<file path="config.mk">
export PLATFORM = sky130hd
export DESIGN_NAME = channel_borrowing_allocator
export DESIGN_NICKNAME = d
export VERILOG_FILES = /design/src/sv/cba_pkg.sv /design/src/sv/channel_borrowing_allocator.sv /design/src/sv/cba_slot_ram.sv
export SDC_FILE = /design/constraint.sdc
export NUM_CORES = 2
export LEC_CHECK = 0
export BUFFER_PORTS_ARGS = -buffer_cell sky130_fd_sc_hd__buf_2
export CAP_MARGIN = 20
export CORE_AREA = 5 5 482 484
export DETAILED_ROUTE_END_ITERATION = 8
export DIE_AREA = 0 0 487 489
export GPL_TIMING_DRIVEN = 0
export PLACE_DENSITY = 0.77
export RECOVER_POWER = 25
export SLEW_MARGIN = 20
export SYNTH_ARGS = -nofsm -noshare
export SYNTH_HDL_FRONTEND = slang
export SYNTH_SLANG_ARGS = --single-unit
export TNS_END_PERCENT = 50
</file>
<file path="constraint.sdc">
create_clock -name clk -period 6.11 [get_ports clk]
set_input_delay 0.3055 -clock clk [delete_from_list [all_inputs] [get_ports clk]]
set_output_delay 0.3055 -clock clk [all_outputs]
set_load 0.05 [all_outputs]
</file>
<file path="src/sv/cba_pkg.sv">
// Shared constants for the channel borrowing allocator.
package cba_pkg;

  localparam int CFG_REGS     = 3;
  localparam int CFG_W        = 48;
  localparam int MASK_W       = 12;
  localparam int MASKED_CELLS = 12;
  localparam int CELL_W       = 4;
  localparam int CHAN_OUT_W   = 4;
  localparam int IN_TIME_W    = 32;

  localparam logic [1:0] CFG_NBR_1_4  = 2'd0;
  localparam logic [1:0] CFG_NBR_5_8  = 2'd1;
  localparam logic [1:0] CFG_NBR_9_12 = 2'd2;

  localparam logic [1:0] OUT_OWN     = 2'd0;
  localparam logic [1:0] OUT_BORROW  = 2'd1;
  localparam logic [1:0] OUT_BLOCKED = 2'd2;

endpackage

</file>
<file path="src/sv/channel_borrowing_allocator.sv">
// Top level of the channel borrowing allocator.
//
//   channel  handshake         beat contents
//   in_      in_valid/in_stall   request_time, cell_req, hold_time
//   out_     out_valid/out_stall outcome, channel_number, lender_cell
//   cfg_     cfg_valid/cfg_ready index, 48-bit neighbor mask word
//
// A request runs a release sweep, which reads the slot memory one entry per
// cycle, then searches the own cell's slots and, when borrowing, counts the
// channels held by each cell and runs up to NUM_CELLS rounds of lender
// selection and slot search. Reset is synchronous and
// clears all slots and held channels. A waiting result holds the block only
// when the next result is ready to be loaded.
module channel_borrowing_allocator #(
  parameter int NUM_CELLS      = 12,
  parameter int SLOTS_PER_CELL = 5,
  parameter int REUSE_GROUPS   = 3,
  parameter int TIME_BITS      = 32
) (
  input  logic        clk,
  input  logic        rst_n,
  input  logic        in_valid,
  output logic        in_stall,
  input  logic [31:0] in_request_time,
  input  logic [3:0]  in_cell_req,
  input  logic [31:0] in_hold_time,
  output logic        out_valid,
  input  logic        out_stall,
  output logic [1:0]  out_outcome,
  output logic [3:0]  out_channel_number,
  output logic [3:0]  out_lender_cell,
  input  logic        cfg_valid,
  output logic        cfg_ready,
  input  logic [1:0]  cfg_index,
  input  logic [47:0] cfg_data
);

  localparam int NUM_SLOTS = NUM_CELLS * SLOTS_PER_CELL;
  localparam int NCH       = REUSE_GROUPS * SLOTS_PER_CELL;
  localparam int SW        = (NUM_SLOTS > 1) ? $clog2(NUM_SLOTS) : 1;
  localparam int SCW       = $clog2(NUM_SLOTS + 1);
  localparam int CW        = $clog2(NUM_CELLS);
  localparam int KW        = (SLOTS_PER_CELL > 1) ? $clog2(SLOTS_PER_CELL) : 1;
  localparam int GW        = (REUSE_GROUPS > 1) ? $clog2(REUSE_GROUPS) : 1;
  localparam int CHW       = (NCH > 1) ? $clog2(NCH) : 1;
  localparam int CNTW      = $clog2(NCH + 1);
  localparam int TB        = TIME_BITS;
  localparam int MW        = cba_pkg::CELL_W + TB;
  localparam int GRP0      = 1 % REUSE_GROUPS;

  typedef enum logic [2:0] {
    ST_IDLE, ST_REL, ST_BLK, ST_TRY, ST_CNT, ST_SEL, ST_DONE
  } state_t;

  state_t state_r;

  logic [cba_pkg::CFG_W-1:0] nbr_r [cba_pkg::CFG_REGS];
  logic [NUM_SLOTS-1:0]      busy_r;
  logic [NCH-1:0]            held_r [NUM_CELLS];
  logic [NUM_CELLS-1:0]      tried_r;
  logic [CNTW-1:0]           cnt_r [NUM_CELLS];
  logic [GW-1:0]             grp_tab [16];

  logic [TB-1:0]     now_r, end_r, hold_r;
  logic [3:0]        cell_r, owner_r;
  logic [GW-1:0]     ogrp_r;
  logic              borrow_r;
  logic [KW-1:0]     k_r;
  logic [CW-1:0]     j_r, best_r;
  logic [CNTW-1:0]   best_cnt_r;
  logic              found_r;
  logic [NCH-1:0]    blk_r;
  logic [NUM_CELLS-1:0] nmask_r;
  logic [SCW-1:0]    s_r;
  logic [KW-1:0]     sk_r;
  logic [GW-1:0]     sg_r;
  logic              rd_vld_r;
  logic [SW-1:0]     rd_slot_r;
  logic [CHW-1:0]    rd_ch_r;
  logic [1:0]        res_outcome_r;
  logic [3:0]        res_chan_r, res_lender_r;
  logic              out_valid_r;
  logic [1:0]        out_outcome_r;
  logic [3:0]        out_chan_r, out_lender_r;

  logic [MW-1:0]     rdata;
  logic [3:0]        rd_user;
  logic [TB-1:0]     rd_end;
  logic              rel_hit;
  logic [SW-1:0]     try_slot;
  logic [CHW-1:0]    try_ch;
  logic              grant, try_last, j_last;
  logic              cell_ok;
  logic [CW-1:0]     cidx;
  logic [cba_pkg::CFG_W*cba_pkg::CFG_REGS-1:0] cfg_all;
  logic [cba_pkg::MASK_W-1:0] raw_mask;
  logic [NUM_CELLS-1:0] mask_vec;
  logic [NCH-1:0]    nb_or;
  logic [TB:0]       end_sum;
  logic              cand, better;
  logic [CW-1:0]     best_nxt;
  logic              found_nxt;
  logic              load_out;

  for (genvar i = 0; i < 16; i++) begin : g_grp
    assign grp_tab[i] = GW'(i % REUSE_GROUPS);
  end

  assign cfg_ready = 1'b1;
  assign in_stall  = (state_r != ST_IDLE);
  assign out_valid = out_valid_r;
  assign out_outcome        = out_outcome_r;
  assign out_channel_number = out_chan_r;
  assign out_lender_cell    = out_lender_r;

  assign rd_user = rdata[MW-1:TB];
  assign rd_end  = rdata[TB-1:0];
  assign rel_hit = (state_r == ST_REL) && rd_vld_r && busy_r[rd_slot_r] && (rd_end <= now_r);

  assign try_slot = SW'((int'(owner_r) - 1) * SLOTS_PER_CELL + int'(k_r));
  assign try_ch   = CHW'(int'(ogrp_r) * SLOTS_PER_CELL + int'(k_r));
  assign grant    = (state_r == ST_TRY) && !busy_r[try_slot] && !blk_r[try_ch];
  assign try_last = (k_r == KW'(SLOTS_PER_CELL - 1));
  assign j_last   = (j_r == CW'(NUM_CELLS - 1));

  assign cell_ok  = (cell_r >= 4'd1) && (int'(cell_r) <= NUM_CELLS);
  assign cidx     = CW'(cell_r - 4'd1);
  assign cfg_all  = {nbr_r[2], nbr_r[1], nbr_r[0]};

  always_comb begin
    raw_mask = '0;
    if (cell_ok && (int'(cell_r) <= cba_pkg::MASKED_CELLS)) begin
      raw_mask = cfg_all[(int'(cell_r) - 1) * cba_pkg::MASK_W +: cba_pkg::MASK_W];
    end
    mask_vec = '0;
    nb_or    = '0;
    for (int j = 0; j < NUM_CELLS; j++) begin
      if (j < cba_pkg::MASKED_CELLS) begin
        mask_vec[j] = raw_mask[j];
      end
      if (mask_vec[j]) begin
        nb_or = nb_or | held_r[j];
      end
    end
  end

  assign end_sum   = {1'b0, hold_r} + {1'b0, now_r};
  assign cand      = nmask_r[j_r] && !tried_r[j_r];
  assign better    = !found_r || (cnt_r[j_r] < best_cnt_r);
  assign best_nxt  = (cand && better) ? j_r : best_r;
  assign found_nxt = found_r || cand;
  assign load_out  = (state_r == ST_DONE) && (!out_valid_r || !out_stall);

  cba_slot_ram #(.DEPTH(NUM_SLOTS), .W(MW)) u_slots (
    .clk   (clk),
    .we    (grant),
    .waddr (try_slot),
    .wdata ({cell_r, end_r}),
    .raddr (s_r[SW-1:0]),
    .rdata (rdata)
  );

  always_ff @(posedge clk) begin
    if (!rst_n) begin
      state_r     <= ST_IDLE;
      busy_r      <= '0;
      tried_r     <= '0;
      out_valid_r <= 1'b0;
      rd_vld_r    <= 1'b0;
      for (int i = 0; i < cba_pkg::CFG_REGS; i++) begin
        nbr_r[i] <= '0;
      end
      for (int i = 0; i < NUM_CELLS; i++) begin
        held_r[i] <= '0;
      end
    end else begin
      if (cfg_valid) begin
        unique case (cfg_index)
          cba_pkg::CFG_NBR_1_4:  nbr_r[0] <= cfg_data;
          cba_pkg::CFG_NBR_5_8:  nbr_r[1] <= cfg_data;
          cba_pkg::CFG_NBR_9_12: nbr_r[2] <= cfg_data;
          default: ;
        endcase
      end
      if (load_out) begin
        out_valid_r <= 1'b1;
      end else if (out_valid_r && !out_stall) begin
        out_valid_r <= 1'b0;
      end
      rd_vld_r <= (state_r == ST_REL) && (int'(s_r) < NUM_SLOTS);
      if (rel_hit) begin
        busy_r[rd_slot_r] <= 1'b0;
        held_r[CW'(rd_user - 4'd1)][rd_ch_r] <= 1'b0;
      end
      if (grant) begin
        busy_r[try_slot] <= 1'b1;
        held_r[cidx][try_ch] <= 1'b1;
      end
      unique case (state_r)
        ST_IDLE: begin
          if (in_valid) begin
            state_r <= ST_REL;
          end
        end
        ST_REL: begin
          if (int'(s_r) == NUM_SLOTS) begin
            state_r <= ST_BLK;
          end
        end
        ST_BLK: begin
          state_r <= cell_ok ? ST_TRY : ST_DONE;
        end
        ST_TRY: begin
          if (grant) begin
            state_r <= ST_DONE;
          end else if (try_last) begin
            state_r <= borrow_r ? ST_SEL : ST_CNT;
          end
        end
        ST_CNT: begin
          if (j_last) begin
            tried_r <= '0;
            state_r <= ST_SEL;
          end
        end
        ST_SEL: begin
          if (j_last) begin
            if (found_nxt) begin
              tried_r[best_nxt] <= 1'b1;
              state_r <= ST_TRY;
            end else begin
              state_r <= ST_DONE;
            end
          end
        end
        ST_DONE: begin
          if (load_out) begin
            state_r <= ST_IDLE;
          end
        end
        default: state_r <= ST_IDLE;
      endcase
    end
  end

  always_ff @(posedge clk) begin
    rd_slot_r <= s_r[SW-1:0];
    rd_ch_r   <= CHW'(int'(sg_r) * SLOTS_PER_CELL + int'(sk_r));
    if (load_out) begin
      out_outcome_r <= res_outcome_r;
      out_chan_r    <= res_chan_r;
      out_lender_r  <= res_lender_r;
    end
    if (grant) begin
      res_outcome_r <= borrow_r ? cba_pkg::OUT_BORROW : cba_pkg::OUT_OWN;
      res_chan_r    <= 4'(int'(try_ch) + 1);
      res_lender_r  <= owner_r;
    end
    case (state_r)
      ST_IDLE: begin
        now_r  <= TB'(in_request_time);
        hold_r <= TB'(in_hold_time);
        cell_r <= in_cell_req;
        s_r    <= '0;
        sk_r   <= '0;
        sg_r   <= GW'(GRP0);
      end
      ST_REL: begin
        if (int'(s_r) < NUM_SLOTS) begin
          s_r <= s_r + 1'b1;
          if (sk_r == KW'(SLOTS_PER_CELL - 1)) begin
            sk_r <= '0;
            sg_r <= (sg_r == GW'(REUSE_GROUPS - 1)) ? '0 : sg_r + 1'b1;
          end else begin
            sk_r <= sk_r + 1'b1;
          end
        end
      end
      ST_BLK: begin
        end_r         <= end_sum[TB] ? {TB{1'b1}} : end_sum[TB-1:0];
        blk_r         <= held_r[cidx] | nb_or;
        nmask_r       <= mask_vec;
        owner_r       <= cell_r;
        ogrp_r        <= grp_tab[cell_r];
        borrow_r      <= 1'b0;
        k_r           <= '0;
        res_outcome_r <= cba_pkg::OUT_BLOCKED;
        res_chan_r    <= '0;
        res_lender_r  <= '0;
      end
      ST_TRY: begin
        k_r     <= k_r + 1'b1;
        j_r     <= '0;
        found_r <= 1'b0;
      end
      ST_CNT: begin
        cnt_r[j_r] <= CNTW'($countones(held_r[j_r]));
        j_r        <= j_last ? '0 : j_r + 1'b1;
        found_r    <= 1'b0;
      end
      ST_SEL: begin
        j_r     <= j_r + 1'b1;
        best_r  <= best_nxt;
        found_r <= found_nxt;
        if (cand && better) begin
          best_cnt_r <= cnt_r[j_r];
        end
        if (j_last) begin
          owner_r  <= 4'(int'(best_nxt) + 1);
          ogrp_r   <= grp_tab[4'(int'(best_nxt) + 1)];
          borrow_r <= 1'b1;
          k_r      <= '0;
        end
      end
      default: ;
    endcase
  end

`ifndef SYNTHESIS
  a_try_owner: assert property (@(posedge clk) disable iff (!rst_n)
    (state_r == ST_TRY) |-> (owner_r >= 4'd1) && (int'(owner_r) <= NUM_CELLS))
    else $error("slot search runs on an owner outside the cell range");
  a_blocked_zero: assert property (@(posedge clk) disable iff (!rst_n)
    (out_valid_r && (out_outcome_r == cba_pkg::OUT_BLOCKED)) |->
    (out_chan_r == 4'd0) && (out_lender_r == 4'd0))
    else $error("blocked beat carries a channel or lender");
  a_rise_from_done: assert property (@(posedge clk) disable iff (!rst_n)
    $rose(out_valid_r) |-> ($past(state_r) == ST_DONE))
    else $error("result beat raised outside the done state");
  a_own_lender: assert property (@(posedge clk) disable iff (!rst_n)
    grant && !borrow_r |-> (owner_r == cell_r))
    else $error("own grant from a foreign cell");
`endif

endmodule

</file>
<file path="src/sv/cba_slot_ram.sv">
// Slot store: one write port, one read port with registered read data.
module cba_slot_ram #(
  parameter int DEPTH = 60,
  parameter int W     = 36
) (
  input  logic                     clk,
  input  logic                     we,
  input  logic [$clog2(DEPTH)-1:0] waddr,
  input  logic [W-1:0]             wdata,
  input  logic [$clog2(DEPTH)-1:0] raddr,
  output logic [W-1:0]             rdata
);

  logic [W-1:0] mem [DEPTH];

  always_ff @(posedge clk) begin
    if (we) begin
      mem[waddr] <= wdata;
    end
    rdata <= mem[raddr];
  end

endmodule

</file>
======== Word-level counts from Yosys, hierarchy flattened ========
Memories as Yosys holds them, arrays and structs flattened. A register that Yosys moved wholly into a read port is not among the register bits.
Cells that the tools add are included.
storage, ports and cells
  bits in writable memories ............... 2532
  flip-flop bits (word level) ............. 268
  memories ................................ 6
  memory bits (read-only) ................. 64
  bits of input ports ..................... 123
memories
  name              words  width  read ports  clocked after memory_dff  write ports  line                                text
  u_slots.mem       60     36     1           1                         1            cba_slot_ram.sv:14                  logic [W-1:0] mem [DEPTH];
  held_r            12     15     14          1                         12           channel_borrowing_allocator.sv:59   logic [NCH-1:0] held_r [NUM_CELLS];
  nbr_r             3      48     3           0                         3            channel_borrowing_allocator.sv:57   logic [cba_pkg::CFG_W-1:0] nbr_r [cba_pkg::CFG_REGS];
  cnt_r             12     4      1           1                         1            channel_borrowing_allocator.sv:61   logic [CNTW-1:0] cnt_r [NUM_CELLS];
  (name not given)  16     2      1           0                         0            channel_borrowing_allocator.sv:310  ogrp_r <= grp_tab[4'(int'(best_nxt) + 1)];
  (name not given)  16     2      1           0                         0            channel_borrowing_allocator.sv:284  ogrp_r <= grp_tab[cell_r];
cells by class
  bitwise logic cells ..................... 21
  add/subtract/negate cells ............... 29
  muxes and demuxes ....................... 112
  eq/ne operators ......................... 22
  $lt $le $gt $ge ......................... 18
  reduce and logical (&&, ||, !) cells .... 46
  multiply operators ...................... 4
  shift operators ......................... 1
operators by type and width
  kind                count
  $mux 15             18
  $mux 60             3
  $or 15x15->15       12
  $mux 48             3
  $shiftx 144x10->12  1
  $and 60x60->60      1
  $not 60->60         1
  $or 60x60->60       1
  $mux 12             4
  $mux 3              12
  $mux 1              35
  $add 32x32->33      1
  $le 32x32->1        1
  $reduce_or 15->1    2
  $mux 4              7
  $pmux 12 s2         1
  $pmux 3 s7          1
  $lt 4x5->1 const B  4
  $logic_and 1x1->1   17
  $ge 4x1->1 const B  4
  $mux 2              8
  $eq 3x3->1 const B  5
  $add 1x1->2         7
  $lt 6x7->1 const B  2
  57 further kinds    102

======== Longest topological paths before layout ========
  depth after elaboration ................. 28
  mapped depth ............................ 24
  mapped depth without buffers ............ 18

======== Modules after synthesis ========
A second synthesis with hierarchy kept.
second synthesis, totals
  cells, all modules ...................... 7013
  area, all modules ....................... 123485.9 µm²
modules (own cells, without submodules)
  module                       cells an instance  times used  area each (µm²)  sequential area each (µm²)
  cba_slot_ram                 3579               1           82903.3          65582.9
  channel_borrowing_allocator  3434               1           40582.7          20129.3

======== Worst setup path before layout ========
OpenSTA, ideal clock, no wires.
  kind .................................... flip-flop to flip-flop
  start point ............................. reg cell_r[0]
  end point ............................... reg blk_r[9] (data pin)
  cell stages (with the launch flop) ...... 19
  clock period less this slack ............ 6606 ps
  arrival time ............................ 6337 ps
  path buffers ............................ 6
  required time ........................... 5841 ps
  library setup time ...................... 269 ps
  setup slack ............................. -496 ps
  path through ............................ edfxtp_1 > buf_6 > inv_1 > buf_2 > clkbuf_1 > ha_1 > xor2_1 > buf_2 > clkbuf_1 > ha_1 > ha_1 > fa_1 > xor2_1 > clkbuf_1 > mux4_2 > and3_1 > nand3b_1 > a2111oi_0 > nand3_1
on the way
  word-level cells in the longest chain between the ends .. 28
ends and longest elaborated chain
  element                                                         line                                                                    text
  start: declaration                                              channel_borrowing_allocator.sv:65                                       logic [3:0] cell_r, owner_r;
  start signal: assignment                                        channel_borrowing_allocator.sv:263                                      cell_r <= in_cell_req;
  $sub 4x1->5 (tied with other cells)                             channel_borrowing_allocator.sv:133                                      raw_mask = cfg_all[(int'(cell_r) - 1) * cba_pkg::MASK_W +: cba_pkg::MASK_W];
  $mul 5x3->8 / $logic_and 1x1->1 (equally long branches)         channel_borrowing_allocator.sv:133, channel_borrowing_allocator.sv:126
  $shiftx 144x10->12 / $logic_and 1x1->1 (equally long branches)  channel_borrowing_allocator.sv:133, channel_borrowing_allocator.sv:132
  $mux 12                                                         channel_borrowing_allocator.sv:132                                      if (cell_ok && (int'(cell_r) <= cba_pkg::MASKED_CELLS)) begin
  $mux 15                                                         channel_borrowing_allocator.sv:141                                      if (mask_vec[j]) begin
  $or 15x15->15                                                   channel_borrowing_allocator.sv:142                                      nb_or = nb_or | held_r[j];
  $mux 15                                                         channel_borrowing_allocator.sv:141
  $or 15x15->15                                                   channel_borrowing_allocator.sv:142
  (+12 left out)                                                  --
  $mux 15                                                         channel_borrowing_allocator.sv:141
  $or 15x15->15                                                   channel_borrowing_allocator.sv:142
  $mux 15                                                         channel_borrowing_allocator.sv:141
  $or 15x15->15                                                   channel_borrowing_allocator.sv:142
  $mux 15                                                         channel_borrowing_allocator.sv:141
  $or 15x15->15                                                   channel_borrowing_allocator.sv:142
  $mux 15                                                         channel_borrowing_allocator.sv:141
  $or 15x15->15 (*)                                               channel_borrowing_allocator.sv:281                                      blk_r <= held_r[cidx] | nb_or;
  end signal: assignment                                          channel_borrowing_allocator.sv:281
  end: declaration                                                channel_borrowing_allocator.sv:72                                       logic [NCH-1:0] blk_r;
Mark *: on every way between the ends. The rest lies on a longest branch, timed or not.
A chain may end at the register's enable or synchronous reset.

======== Worst setup path in the final report ========
  start point ............................. reg owner_r[0]
  end point ............................... mem u_slots.mem[22][25], enable pin
on the way
  word-level cells in the longest chain between the ends .. 10
ends and longest elaborated chain
  element                         line                                text
  start: declaration              channel_borrowing_allocator.sv:65
  start signal: assignment        channel_borrowing_allocator.sv:283  owner_r <= cell_r;
  start signal: assignment        channel_borrowing_allocator.sv:309  owner_r <= 4'(int'(best_nxt) + 1);
  $sub 4x1->5 (*)                 channel_borrowing_allocator.sv:120  assign try_slot = SW'((int'(owner_r) - 1) * SLOTS_PER_CELL + int'(k_r));
  $mul 5x4->6 (*)                 channel_borrowing_allocator.sv:120
  $add 6x4->6 (*)                 channel_borrowing_allocator.sv:120
  $bmux 1 s6                      channel_borrowing_allocator.sv:122  assign grant = (state_r == ST_TRY) && !busy_r[try_slot] && !blk_r[try_ch];
  $mux 1 (implied by the code)    channel_borrowing_allocator.sv:122
  $logic_not 1->1                 channel_borrowing_allocator.sv:122
  $logic_and 1x1->1 (2 in a row)  channel_borrowing_allocator.sv:122
  $mux 1                          cba_slot_ram.sv:17                  if (we) begin
  $mux 1 (implied by the code)    cba_slot_ram.sv:18                  mem[waddr] <= wdata;
  end: declaration                cba_slot_ram.sv:14
Mark *: on every way between the ends. The rest lies on a longest branch, timed or not. The select of a mux whose other input is x is not followed.

==> metrics.md <==
| Metric | Value |
|---|---|
| Min-delay worst type | input pin to register |
| NumNets Final | approximately 8000 |
| Yosys warning total | 0 |
| Skew final | 0.1019 ns |
| I/O Pins | roughly 140 |
| Largest net degree at the start of global routing | around 60 |
| Core Area | 226800 um2 |
| Fmax | between 150 and 200 MHz |
| Vias in the first global route | about 76000 |
| Kind of end point of the critical path | register |
| Asr flop ratio synth | 0% |
| FF-to-FF Start | owner_r[0] |
| Initial DRC count | roughly 13000 |
| Post-synth top cells | 2763 x edfxtp_1, 941 x mux4_2, 442 x nor2_1 |
| CP endpoint | u_slots.mem[22][25] |
| Syn_area_per_cell | about 19 um2 |
| Max-slew violations | between 150 and 200 |
| Vias per cell | around 7.1 |
| Gate Count Post-Synth | approximately 6700 |
| Synth unique cells | approximately 110 |
| Critical Path Slowest Stage Cell | fa_2 |
| DR WL/cell | slightly below 40 um |
| Worst Tran Pin Value | between 1.5 and 2 ns |
| P_sw | about 37 mW |
| Sw Ratio | around two fifths |
| Share of power burned in registers | 30.3% |
| Synth Cell Area | about 120000 um2 |
| DIE AREA | roughly 240000 um2 |
| Filler cells | approximately 15000 |
| Pwr Density | approximately 610 nW/um2 |
| Layout cell share with drive strength beyond 1 | 28.59% |
| Clock Tree Buf Depth | 4 |
| Cell taking the most area after synthesis | edfxtp_1 |
| CP Launch Type | register |
| CTS tree | yes |
| Failing checks | capacitance limit, slew limit, setup timing |
| EDFF count, synth | approximately 2800 |
| CTS Buf Count | between 300 and 400 |
| Pleak | approximately 48 nW |
| Status | complete, but fails checks |
| Initial antenna violation count | 19 |
| Maximum vdd drop | 1353 uV |
| Most used DFF post-synth | edfxtp_1 |
| Max_cap viols | 5 |
| Top-count cell post-synth | edfxtp_1 |
| Post-route setup TNS | -0.2481 ns |
| DRC Markers | 0 |
| DP Area | between 100000 and 150000 um2 |
| Standard-cell rows | 175 |
| Clock root buffer | clkbuf_16 |
| Critical path origin | owner_r[0] |
| Worst Setup Slack, final | -0.03239 ns |
| Global placement routability congestion | about 1.0 |
| Worst Path Required | a little under 7 ns |
| Final instance area | roughly 150000 um2 |
| Port Buffers | about 130 |
| Total global-route track usage | a little over a third |
| Worst R2R Setup Slack | -0.03 ns |
| Worst path arrival time | about 6.8 ns |
| Remaining Overflow, GRT | 0 |
| ANT nets after route | 0 |
| Reg clk slew, reported paths | roughly 0.06 ns |
| First-pass GRT wire length | about 600000 um |
| P_int | ~52 mW |
| Cell chain of the critical path | inv_1 > ha_1 > xor2_1 > ha_1 > ha_1 > inv_1 > fa_2 > buf_4 > buf_4 > buf_4 > nor2_1 > nand2_1 > a31oi_1 > o211ai_1 > and4_2 > nand3_2 > nor2_4 > buf_12 > buf_12 |
| Htree depth | 5 |
| R2R cell count | 19 |
| Hpwl dp | 276600 um |
| Vert. Die Dim | around 490 um |
| Die width | roughly 500 um |
| Combinational group share of total power | roughly half |
| Area growth syn-to-layout | 17.83% |
| Final min period | 6.142 ns |
| Largest cells by area after synthesis | edfxtp_1 67%, mux4_2 17%, dfxtp_1 2.2%, nor2_1 1.3%, ha_1 1.2% |
| Via count | a little under 80000 |
| Crit-path max cell delay | roughly 0.65 ns |
| Final period util | 100.5% |
| Total clock sinks | a little under 3000 |
| Clk pwr share | a little over a fifth |
| Synthesis-stage register bit count | 2900 |
| Final hold violation count | 0 |
| Starting Density | 54.78% |
| CP Class | register to register |
| Router iterations before antenna repair | 7 |
| Latest clock arrival within the worst-skew pair | about 0.97 ns |
| Top cell type's share of synthesized area | 66.77% |
| Mapped Nets | between 6000 and 7000 |
| Final setup fails | 16 |
| Final Power | just under 90 mW |
| Max-slew headroom | -15.69% |
| Max Fanout on Critical Path | 18 |
| Part of the Yosys area used for sequential elements | 68.98% |
| WL final | roughly 420000 um |
| Reg2reg end | u_slots.mem[22][25] |
timing repair:
item	4_1_cts	5_1_grt
hold buffers	129	0
pin swaps	43	22
endpoints found under the setup margin	2606	1857
gates resized for setup	165	35
setup buffers	84	56
hold endpoints to repair	225	0
gates cloned	3	0
sequential cells by signal (all words and copies together), names as in the netlist, 6 cells and up, named ones only:
name and flops:
u_slots.mem 2160, held_r 240, nbr_r 144, busy_r 60
cnt_r 48, u_slots.rdata 36, end_r 32, hold_r 32
now_r 32, blk_r 15, nmask_r 12, tried_r 12
rd_slot_r 6, s_r 6
per-layer routing:
metal | share of wire (%) | track usage [%] | wire length (um)
met2 | 47 | 56.20 | 199800
met4 | 9.3 | 25.13 | 39440
met1 | 32 | 42.72 | 136700
met5 | 0.014 | 0 | 60
met3 | 11 | 8.307 | 48120
power by group through the flow:
stage / combinational, mW / clock, mW / sequential (mW)
final: 43.1 / 18.8 / 26.9
after global routing: 43.8 / 19.8 / 26.8
after CTS: 41.8 / 18.8 / 26.8
after detailed placement: 38.0 / 0 / 26.9
after global placement: 35.2 / 0 / 28.3
after floorplan: 22.2 / 0 / 27.3
cell usage in the layout (no fill, tap or decap), types with 22 or more instances in the layout:
cell type,Yosys,final
a21o_1,54,54
a21oi_1,81,73
a221oi_1,24,23
a31oi_1,67,60
a41oi_1,38,38
and2_1,75,72
and3_1,23,22
buf_12,3,91
buf_16,0,65
buf_2,88,212
buf_4,27,145
buf_6,25,33
buf_8,3,33
bufinv_16,0,36
clkbuf_1,235,296
clkbuf_16,0,315
clkbuf_2,5,48
clkinv_1,3,60
clkinv_2,0,49
dfxtp_1,137,136
dlygate4sd3_1,0,129
edfxtp_1,2763,2763
ha_1,120,118
inv_1,153,150
mux2i_1,131,125
mux4_2,941,941
nand2_1,263,258
nand2b_1,41,41
nand3_1,67,56
nand4_1,27,27
nor2_1,442,377
nor2_4,1,63
nor2b_1,27,27
nor3_1,43,36
o21a_1,56,56
o21ai_0,200,192
o21ai_1,91,95
xnor2_1,28,26
metrics by stage:
step / hold slack [ns] / cells / worst slack (ns) / utilization (%)
after CTS: 0.0002908 / 10790 / -0.08562 / 64.42
final: 0.05094 / 10860 / -0.03239 / 64.54
after floorplan: 0.3462 / 6695 / 0.02719 / -
after global placement: 0.3551 / 9837 / -4.748 / 56.75
after detailed placement: 0.3661 / 10040 / -3.158 / 58.85
after global routing: 0.03969 / 10840 / -0.1028 / 64.53
critical path, delay by kind of cell (launching register included):
| kind | cells | cell delay (ns) |
|---|---|---|
| AO/OA/AOI/OAI | 2 | 0.52 |
| XOR/XNOR | 1 | 0.24 |
| adder cells (fa/ha/maj) | 4 | 1.48 |
| buffers and inverters | 7 | 1.49 |
| flip-flops | 1 | 0.46 |
| AND/OR/NAND/NOR | 5 | 1.59 |
logic make-up after synthesis:
kind of cell | synth area share, %
AOI/OAI and AO/OA | 4.455
xor gates and xnor gates | 0.3988
adders and majority gates | 1.450
buffers and inverters | 2.230
DFF | 68.98
muxes | 18.44
other | 0.003018
and+or+nand+nor | 4.047
worst min path at each step:
stage,to,cells past startpoint,slack [ns],start
finish,cell_r[3],2,0.05,in_cell_req[3]
global route,hold_r[8],2,0.04,in_hold_time[8]
CTS,hold_r[9],2,0.0003,in_hold_time[9]
detailed placement,rd_slot_r[3],0,0.37,s_r[3]
global placement,rd_slot_r[3],0,0.36,s_r[3]
floorplan,rd_slot_r[2],0,0.35,s_r[2]
layout make-up:
class                   instances  area, um2  share of cell area, %
diodes                         16      40.04                0.02735
clock inverters               167       1775                  1.213
multi-input cells            3190      36860                  25.18
flip-flops and latches       2900      85710                  58.54
clock buffers                 372       8134                  5.556
repair buffers                609       7099                  4.849
well taps                    3009       3765                  2.571
plain buffers                 437       2384                  1.628
inverters                     159      636.9                 0.4350
Note: power is estimated with default switching activity, not from simulation.
